File: src/hdl/sirp_pkg.sv
// Shared types and constants for the step interval from ramp position unit.
// Depends on nothing; every other file of the block imports it.
`timescale 1ns / 1ps

package sirp_pkg;

   // Field widths fixed by the interface.
   localparam int STEP_WIDTH   = 32;
   localparam int ACCEL_WIDTH  = 20;
   localparam int PERIOD_WIDTH = 32;

   // Divisor k = 2*s*a: a 32 by 20 bit product, doubled.
   localparam int K_WIDTH = STEP_WIDTH + ACCEL_WIDTH + 1;

   // Defaults for the top level parameter and the acceleration register.
   localparam int                     TICKS_PER_SECOND_DEFAULT = 16000000;
   localparam logic [ACCEL_WIDTH-1:0] ACCEL_RESET              = 20'd1000;

   // Control that travels with each word through the pipeline.
   typedef struct packed {
      logic valid;
      logic sat;
   } sirp_ctl_type;

endpackage

File: src/hdl/sirp_mult.sv
// Entry stage: forms the divisor k = 2*s*a and flags the saturating cases.
// Depends on sirp_pkg.
`timescale 1ns / 1ps

module sirp_mult (
   input  logic                                 clock,
   input  logic                                 reset,
   input  logic                                 in_valid,
   input  logic [sirp_pkg::STEP_WIDTH-1:0]      in_step,
   input  logic [sirp_pkg::ACCEL_WIDTH-1:0]     in_accel,
   output sirp_pkg::sirp_ctl_type               out_ctl,
   output logic [sirp_pkg::K_WIDTH-1:0]         out_k
);
   import sirp_pkg::*;

   localparam int PROD_WIDTH = STEP_WIDTH + ACCEL_WIDTH;

   logic [PROD_WIDTH-1:0] prod_in;
   logic [K_WIDTH-1:0]    k_ff;
   sirp_ctl_type          ctl_in;
   sirp_ctl_type          ctl_ff;

   // One 32 by 20 bit multiply; the doubling is a wire shift.
   assign prod_in = PROD_WIDTH'(in_step) * PROD_WIDTH'(in_accel);

   // A zero step count or zero acceleration saturates the period.
   assign ctl_in.valid = in_valid;
   assign ctl_in.sat   = (in_step == '0) || (in_accel == '0);

   always_ff @(posedge clock) begin
      if (reset) begin
         ctl_ff <= '0;
      end else begin
         ctl_ff <= ctl_in;
      end
   end

   always_ff @(posedge clock) begin
      k_ff <= {prod_in, 1'b0};
   end

   assign out_ctl = ctl_ff;
   assign out_k   = k_ff;

endmodule

File: config.mk
export PLATFORM = sky130hd
export DESIGN_NAME = sirp_mult
export DESIGN_NICKNAME = d
export VERILOG_FILES = /design/src/hdl/sirp_pkg.sv /design/src/hdl/sirp_mult.sv
export SDC_FILE = /design/constraint.sdc
export NUM_CORES = 2
export LEC_CHECK = 0
export ABC_AREA = 0
export BUFFER_PORTS_ARGS = -buffer_cell sky130_fd_sc_hd__buf_4
export CAP_MARGIN = 20
export CELL_PAD_IN_SITES_DETAIL_PLACEMENT = 0
export CELL_PAD_IN_SITES_GLOBAL_PLACEMENT = 2
export CORE_MARGIN = 4
export CORE_UTILIZATION = 37
export DETAILED_ROUTE_END_ITERATION = 10
export PLACE_DENSITY_LB_ADDON = 0.1
export SLEW_MARGIN = 25
export SYNTH_ARGS = -nofsm -noshare
export SYNTH_HDL_FRONTEND = slang
export SYNTH_SLANG_ARGS = --single-unit
File: constraint.sdc
create_clock -name clock -period 5.9 [get_ports clock]
set_input_delay 0 -clock clock [delete_from_list [all_inputs] [get_ports clock]]
set_output_delay 0 -clock clock [all_outputs]
set_load 0.005 [all_outputs]
==> results by group <==
Routing
  – Routed Wire Length: 69.2 mm
  – Total number of vias: 17.2k
  – Drt via density: 4.82
  – Final antenna-violating net count: 0
  – Wirelength per Cell: 19.4 um
  – Pre-antenna DRT Iters: 5
  – Initial DRC count: 550
  – DRC: 0

Clocking
  – TritonCTS Sinks: 54
  – Clock Path Buffers: 2
  – Max H-tree Level: 2
  – Clock root buffer: clkbuf_16
  – CTS tree: built
  – Num CTS Buffers: 5
  – Clk slew on worst S/H paths: 0.09 ns

Placed design
  – Port bufs: 108
  – Global placement routability congestion: 0.867
  – DP HPWL: 60.1 mm

Die
  – Num ports: 110
  – Initial Util: 37.7%
  – Core Footprint: 58100 um^2
  – Die Y: 251 um
  – Die area: 63100 um^2
  – # rows: 88
  – DIE WIDTH: 251 um

Cells and area
  – Count of nets after finishing: 3551
  – Area growth, synth to finish: 26.2%
  – Fraction of layout cells with a size suffix above 1: 23.9%
  – Core Util, Final: 47.5%
  – Fillers: 5801

STA
  – Worst slew pin tran: 1.15 ns
  – Final worst slack: -0.353 ns
  – Final max-slew violation count: 0
  – Period Utilization, post-route: 106%
  – Final min period: 6.25 ns
  – Slew HR: 22.6%
  – Fin. Hold Viols: 0
  – FMAX: 160 MHz
  – Unrepaired setup endpoints after global routing: true
  – Final setup fails: 15

Logic synthesis
  – EDFF count, synth: 0
  – Synth Area in Adders: 58.3%
  – Post-Syn Area: 21900 um^2
  – Yosys warnings: 0
  – Largest family of logic cells by synthesized area: adder cells
  – Synth area leaders: fa_1 (49%), inv_1 (9.8%), ha_1 (9.3%), and2_1 (8.7%), nand2_1 (6.3%)
  – Ys async rst share: 0%
  – Netlist cell types: 60
  – Mux contribution to synthesized area: 0.0971%
  – Simple-gate area share of the yosys netlist: 17.3%
  – Primary FF master, synth: dfxtp_1
  – Xor and xnor area share after synthesis: 1.80%
  – Syn Nets: 3198
  – #FFs+latches synth: 54
  – Seq/Total Area, Yosys: 4.94%
  – Syn_area_per_cell: 8.96 um^2
  – Synth Instances: 2445
  – Yosys top cell area share: 49.0%
  – Post-synth top area cell: fa_1
  – Synth Area in Compound Gates: 5.46%

Worst setup path
  – Crit path DAT: 6.50 ns
  – Endpoint class of the critical path: register
  – Crit start category: input port
  – Crit path max fanout: 5
  – WS Path Type: in -> reg
  – CP required: 6.15 ns

Global routing
  – Vias in the first global route: 19.5k
  – Top Usage Layer GRT: met2
  – Largest net degree at the start of global routing: 34
  – Global Route met2 Usage: 44.5%
  – Initial antenna violation count: 3
  – Met1 Usage GRT: 25.6%
  – Global-route wire length before repair: 110 mm
  – Grt ovf: 0
  – GRT Total Usage: 22.5%
  – GR Layer Usage met3: 2.19%

Hold path
  – Worst min path class: in -> reg

Outcome
  – Failing checks: setup timing
  – Status: finished with violations

Run
  – Max Cap Viol: 0
## path summary, 6_finish.rpt
kind / depth (start not counted) / slack [ns] / startpoint / endpoint
max: 21 / -0.35 / in_step[3] / out_k[46]
min: 2 / 0.11 / in_accel[0] / out_k[1]
## synth_stat cells (3+ instances only)
master and count:
nor3_1 7, nor4_1 15, nor2_1 31, a31oi_1 13, buf_2 5, clkbuf_1 129, a21o_1 40, and2_1 304
xor2_1 13, xnor2_1 32, o21a_1 4, and3_1 5, a21oi_1 47, o21ai_0 16, inv_1 569, nand2_1 367
dfxtp_1 54, nand3_1 13, fa_1 536, a221oi_1 5, o21bai_1 14, nor2b_1 6, ha_1 162, nand2b_1 3
nand4_1 10
## critical path, cell delays in order
cell,delay (ns)
buf_4,0.15
buf_6,0.13
and2_4,0.15
fa_1,0.51
fa_1,0.60
fa_2,0.50
fa_1,0.59
fa_1,0.44
fa_1,0.49
inv_1,0.05
fa_1,0.49
inv_2,0.05
ha_4,0.27
nand2_2,0.07
or3_4,0.37
o31a_1,0.29
buf_6,0.14
o31a_1,0.27
o32a_1,0.42
and3b_2,0.25
a2111oi_4,0.27
## per-layer routing
metal  wire (um)  up-vias
met1       25900     8924
li1            -     7854
met3        2050       99
met2       39000      305
met5           7        -
met4        2210        2
## layout by cell type, fill, tap and decap left out, types with 3 or more instances in the layout
master	n
a21oi_1	33
nor2_2	3
nand2_2	7
and2_4	25
xnor2_1	29
and2_1	279
nor3_1	4
o21ai_0	11
ha_4	19
nor4_1	15
and3_1	4
inv_1	543
fa_2	33
a21oi_2	10
nor2_1	26
nor2b_1	6
o21a_1	3
a21o_1	39
nand4_1	10
buf_8	12
a31oi_4	4
inv_2	28
a221oi_2	3
buf_6	50
nand2_1	359
xor2_1	13
xnor2_2	3
o21ai_2	5
buf_4	389
nand3_1	10
a21oi_4	4
o21bai_1	11
fa_1	503
clkbuf_16	5
ha_1	142
dfxtp_1	54
a31oi_1	7
buf_12	27
## cell families after synthesis
| kind of cell | after synthesis |
|---|---|
| simple gates | 767 |
| buf+inv | 706 |
| fa+ha+maj | 698 |
| compound gates | 172 |
| flops | 54 |
| xor+xnor | 45 |
| mux | 2 |
| other cells | 1 |
## layout make-up
class | instances | area, um^2 | share of cell area, %
flip-flops and latches | 54 | 1080 | 3.91
multi-input cells | 1685 | 19100 | 68.9
diodes | 1 | 2.50 | 0.00905
inverters | 571 | 2140 | 7.75
well taps | 765 | 957 | 3.46
clock inverters | 3 | 26.3 | 0.0951
clock buffers | 5 | 125 | 0.453
repair buffers | 481 | 4250 | 15.4
## per-stage QoR
stage	hold slack, ns	cell area, um^2	setup WS [ns]	instances	TNS [ns]
final	0.107	27600	-0.353	3565	-2.15
after detailed placement	0.171	25800	-0.990	3509	-17.25
after CTS	0.0993	27100	-0.363	3548	-2.81
after global routing	0.111	27600	-0.521	3564	-5.04
after global placement	0.167	25800	-0.918	3509	-17.00
after floorplan	0.0716	22000	-0.294	2445	-1.38
## registers in the layout (all words and copies together), names as in the netlist
signal / count
out_ctl: 2
out_k: 52
## timing repair
action / in CTS / in global routing
hold endpoints to repair: 2 / 0
hold buffers: 2 / 0
cloned: 1 / 0
pin swaps: 90 / 117
endpoints found under the setup margin: 24 / 24
buffers inserted: 29 / 19
resized for setup: 171 / 131
Power is not shown: default switching activity piles up to over one toggle a cycle in this logic, so the estimate is an artifact.
