--- src/hdl/sirp_pkg.sv ---
// Shared types and constants for the step interval from ramp position unit.
// Depends on nothing; every other file of the block imports it.
`timescale 1ns / 1ps

package sirp_pkg;

   // Field widths fixed by the interface.
   localparam int STEP_WIDTH   = 32;
   localparam int ACCEL_WIDTH  = 20;
   localparam int PERIOD_WIDTH = 32;

   // Divisor k = 2*s*a: a 32 by 20 bit product, doubled.
   localparam int K_WIDTH = STEP_WIDTH + ACCEL_WIDTH + 1;

   // Defaults for the top level parameter and the acceleration register.
   localparam int                     TICKS_PER_SECOND_DEFAULT = 16000000;
   localparam logic [ACCEL_WIDTH-1:0] ACCEL_RESET              = 20'd1000;

   // Control that travels with each word through the pipeline.
   typedef struct packed {
      logic valid;
      logic sat;
   } sirp_ctl_type;

endpackage

--- src/hdl/sirp_sqrt.sv ---
// Pipelined integer square root, two radicand bits and one root bit per stage.
// Depends on sirp_pkg.
`timescale 1ns / 1ps

module sirp_sqrt #(
   parameter int Q_WIDTH = 48,
   parameter int R_WIDTH = (Q_WIDTH + 1) / 2
) (
   input  logic                         clock,
   input  logic                         reset,
   input  sirp_pkg::sirp_ctl_type       in_ctl,
   input  logic [Q_WIDTH-1:0]           in_q,
   output sirp_pkg::sirp_ctl_type       out_ctl,
   output logic [R_WIDTH-1:0]           out_root
);
   import sirp_pkg::*;

   localparam int X_WIDTH = 2 * R_WIDTH;

   logic [X_WIDTH-1:0] x_ff    [R_WIDTH];
   logic [R_WIDTH:0]   rem_ff  [R_WIDTH];
   logic [R_WIDTH-1:0] root_ff [R_WIDTH];
   sirp_ctl_type       ctl_ff  [R_WIDTH];

   for (genvar j = 0; j < R_WIDTH; j++) begin : g_stage
      logic [X_WIDTH-1:0] x_prev;
      logic [R_WIDTH:0]   rem_prev;
      logic [R_WIDTH-1:0] root_prev;
      sirp_ctl_type       ctl_prev;
      logic [R_WIDTH+2:0] shifted;
      logic [R_WIDTH+2:0] trial;
      logic               take;
      logic [R_WIDTH:0]   rem_in;
      logic [R_WIDTH-1:0] root_in;
      logic [X_WIDTH-1:0] x_in;

      if (j == 0) begin : g_first
         assign x_prev    = X_WIDTH'(in_q);
         assign rem_prev  = '0;
         assign root_prev = '0;
         assign ctl_prev  = in_ctl;
      end else begin : g_next
         assign x_prev    = x_ff[j-1];
         assign rem_prev  = rem_ff[j-1];
         assign root_prev = root_ff[j-1];
         assign ctl_prev  = ctl_ff[j-1];
      end

      // Bring down the next bit pair and test against 4*root + 1.
      // The remainder never exceeds twice the root, so R_WIDTH+1 bits hold it.
      assign shifted = {rem_prev, x_prev[X_WIDTH-1 -: 2]};
      assign trial   = {1'b0, root_prev, 2'b01};
      assign take    = shifted >= trial;
      assign rem_in  = take ? (R_WIDTH+1)'(shifted - trial) : (R_WIDTH+1)'(shifted);
      assign root_in = {root_prev[R_WIDTH-2:0], take};
      assign x_in    = {x_prev[X_WIDTH-3:0], 2'b00};

      always_ff @(posedge clock) begin
         if (reset) begin
            ctl_ff[j] <= '0;
         end else begin
            ctl_ff[j] <= ctl_prev;
         end
      end

      always_ff @(posedge clock) begin
         x_ff[j]    <= x_in;
         rem_ff[j]  <= rem_in;
         root_ff[j] <= root_in;
      end
   end

   assign out_ctl  = ctl_ff[R_WIDTH-1];
   assign out_root = root_ff[R_WIDTH-1];

endmodule

--- config.mk ---
export PLATFORM = sky130hd
export DESIGN_NAME = sirp_sqrt
export DESIGN_NICKNAME = d
export VERILOG_FILES = /design/src/hdl/sirp_pkg.sv /design/src/hdl/sirp_sqrt.sv
export SDC_FILE = /design/constraint.sdc
export NUM_CORES = 2
export LEC_CHECK = 0
export BUFFER_PORTS_ARGS = -buffer_cell sky130_fd_sc_hd__clkbuf_2
export CELL_PAD_IN_SITES_DETAIL_PLACEMENT = 1
export CELL_PAD_IN_SITES_GLOBAL_PLACEMENT = 2
export CORE_MARGIN = 2
export CORE_UTILIZATION = 37
export DETAILED_ROUTE_END_ITERATION = 8
export HOLD_SLACK_MARGIN = 0.15
export PLACE_DENSITY = 0.85
export SLEW_MARGIN = 15
export SYNTH_ARGS = -nofsm -noshare
export SYNTH_HDL_FRONTEND = slang
export SYNTH_SLANG_ARGS = --single-unit
--- constraint.sdc ---
create_clock -name clock -period 3.2 [get_ports clock]
set_input_delay 0.96 -clock clock [delete_from_list [all_inputs] [get_ports clock]]
set_output_delay 0.96 -clock clock [all_outputs]
set_load 0.005 [all_outputs]
==> metrics <==
grt total ovfl 0; final setup margin -0.01298 ns; Mapped Nets 5441; Synth Warn # 0; unrepaired setup endpoints after global routing true; DP Area 0.05520 mm²; Synth area leader dfxtp_1; switching power total 13.83 mW; WL/cell 15.96 µm; CTS tree done; fin crit share 100.4%; CTS Buf Count 150; CP top delay family simple AND/OR/NAND/NOR gates; post-synthesis sequential area ratio 55.49%; DIE HEIGHT 379.1 µm; critical path endpoint category flop; Core Region 0.1395 mm²; DR iter-0 viols 1240; Synth top area share 55.49%; Leakage 28.21 nW; largest net degree at the start of global routing 49; register bit total from synthesis 1443; FP Rows 137; vias in the first global route 37240; Routed Wire Length 116400 µm; initial antenna violation count 4; Gate Count Post-Synth 5064; top cells by area, synth dfxtp_1, ha_1, xnor2_1; GPL Wtd Cong 0.8532; maximum clock rate 311.2 MHz; Ant. Diodes 0; Placed Cells incl. Taps 7014; clk_lat worst skew 0.78 ns; Peak VDD IR 0.5146 mV; kind of critical path reg -> reg; Hold Path Class in -> reg; synth cell count leaders dfxtp_1, inv_1, a21oi_1, nor2_1, ha_1; final cell count without fillers 7292; final setup fails 4; vias per cell 4.826; max-slew violations 0; Buf+Inv Stages, Crit Path 1; hpwl dp 87460 µm; cells on worst reg2reg path 9; cell with the most instances after synthesis dfxtp_1; ANT nets after route 0; IO Count 78; critical path's most frequent cell or4_4; count of final hold-check violations 0; fin util 43.53%; Die ar. 0.1437 mm²; cell-internal power 35.61 mW; critical path fanouts, max 11; PD cells 814.0 mW/mm²; final instance area 0.06074 mm²; failing checks negative setup slack; arrival time worst endpoint 3.86 ns; clock network power share 37.4%; Worst Tran Pin Value 0.8846 ns; vias after detailed routing 35190; WP data required 3.84 ns; Slew headroom 41.03%; CP Depth 9; Syn Area/Cell 10.28 µm²; crit start category flop; Max Cap Viol 0; root buffer cell clkbuf_16; number of synthesized flops with an enable pin 0; total power 49.44 mW; Clock Skews 0.04988 ns; Synth cell types 85; switch share 27.98%; Total GRT Usage 16.32%; Initial DRT Pass Iterations 5; Bufs on Longest Clock Path 3; drt drc 0; DIE WIDTH 379.1 µm; Slowest-stage cell, CP or4_4; synthesis-to-layout area growth 16.68%; H-Tree Depth 4; initial core utilization 37.31%; top_reg_cell synth dfxtp_1; Async SR Flop Fraction 0%; IO buf count 77; layout cells sized above 1 9.989%; clk sinks 1443; Final #Nets 5670; hold path cells 1; synthesized cell area 0.05206 mm²; Final min period 3.213 ns; first-pass GRT wire length 191700 µm; critical path, cell by cell or4_4 -> or3_4 -> or4_4 -> or4_4 -> or3_4 -> nor3_4 -> buf_12 -> nor4_1 -> xor2_1; Reg clk slew, reported paths 0.06 ns; Combinational Power Share 16.2%; max incr delay on CP 0.54 ns; Reg power frac 46.4%; status finished, violations left
-- metal layers --
| layer | up-vias | share of wire, % | GRT usage (%) |
|---|---|---|---|
| met4 | 2 | 2.4 | 5.406 |
| met3 | 186 | 2.9 | 2.487 |
| met5 | - | 0.011 | 0 |
| met2 | 377 | 49 | 28.51 |
| li1 | 17750 | - | - |
| met1 | 16880 | 46 | 20.43 |
-- layout by cell type, fill, tap and decap left out, types with 54 or more instances in the layout --
cell type | netlist | routed
a21o_1 | 94 | 94
a21oi_1 | 340 | 340
buf_4 | 2 | 80
clkbuf_16 | 0 | 151
clkbuf_2 | 0 | 77
dfxtp_1 | 1443 | 1441
ha_1 | 325 | 322
inv_1 | 423 | 423
nand2_1 | 263 | 263
nand2b_1 | 54 | 54
nand3_1 | 84 | 83
nand4_1 | 54 | 54
nor2_1 | 340 | 339
nor2b_1 | 98 | 97
nor3_1 | 134 | 130
nor4_1 | 63 | 61
o21a_1 | 72 | 72
o21ai_0 | 199 | 199
xnor2_1 | 217 | 217
xor2_1 | 209 | 209
-- power by group through the flow --
stage               clock network [mW]  registers [mW]  logic (mW)
floorplan                            0            22.5        6.10
global placement                     0            23.3        7.71
detailed placement                   0            23.4        7.94
CTS                               19.0            23.0        8.02
global route                      19.8            23.3        9.06
finish                            18.5            23.0        8.00
-- registers in the layout, summed over array words and instances, names as in the netlist --
signal   flops
root_ff    300
ctl_ff      48
x_ff       552
rem_ff     543
-- final cells by class --
cell class | instances | area (µm²)
Multi-Input combinational cell | 3105 | 21330
Fill cell | 15360 | 78790
Sequential cell | 1443 | 28890
Inverter | 427 | 1607
Clock inverter | 76 | 1264
Clock buffer | 199 | 4149
Timing Repair Buffer | 166 | 1149
Tap cell | 1876 | 2347
-- final timing paths --
check | start | endpoint | slack (ns)
worst min register to register | x_ff[0][135] | x_ff[0][183] | 0.32
worst max-delay path | rem_ff[0][105] | rem_ff[0][147] | -0.01
worst max register to register | rem_ff[0][105] | rem_ff[0][147] | -0.01
worst min-delay path | in_q[40] | x_ff[0][40] | 0.26
-- through the flow --
step	hold WS, ns	TNS [ns]	worst slack [ns]
after detailed placement	0.3132	0	0.02798
after CTS	0.1992	-0.07623	-0.02188
after global placement	0.3095	0	0.05725
final	0.2614	-0.04108	-0.01298
after global routing	0.2185	-0.7612	-0.07781
after floorplan	0.3096	-0.007451	-0.007451
-- kinds of logic (layout without fill, tap and decap cells) --
logic type                 count (synthesis)  count (layout)  share of synthesized area, %
other                                      1               1                      0.007204
muxes                                     60              60                         1.274
and+or+nand+nor                         1337            1337                         13.11
DFF                                     1443            1443                         55.49
buffers and inverters                    516             868                         3.762
AOI/OAI and AO/OA                        956             956                         11.38
xor gates and xnor gates                 426             426                         7.167
adders and majority gates                325             325                         7.812
-- timing repair --
action,in CTS,in global routing
pin swaps,0,0
endpoints found under the setup margin,11,98
resized for setup,0,30
hold buffers,0,0
setup buffers,2,1
No activity file was read; power rests on OpenSTA's default activity.
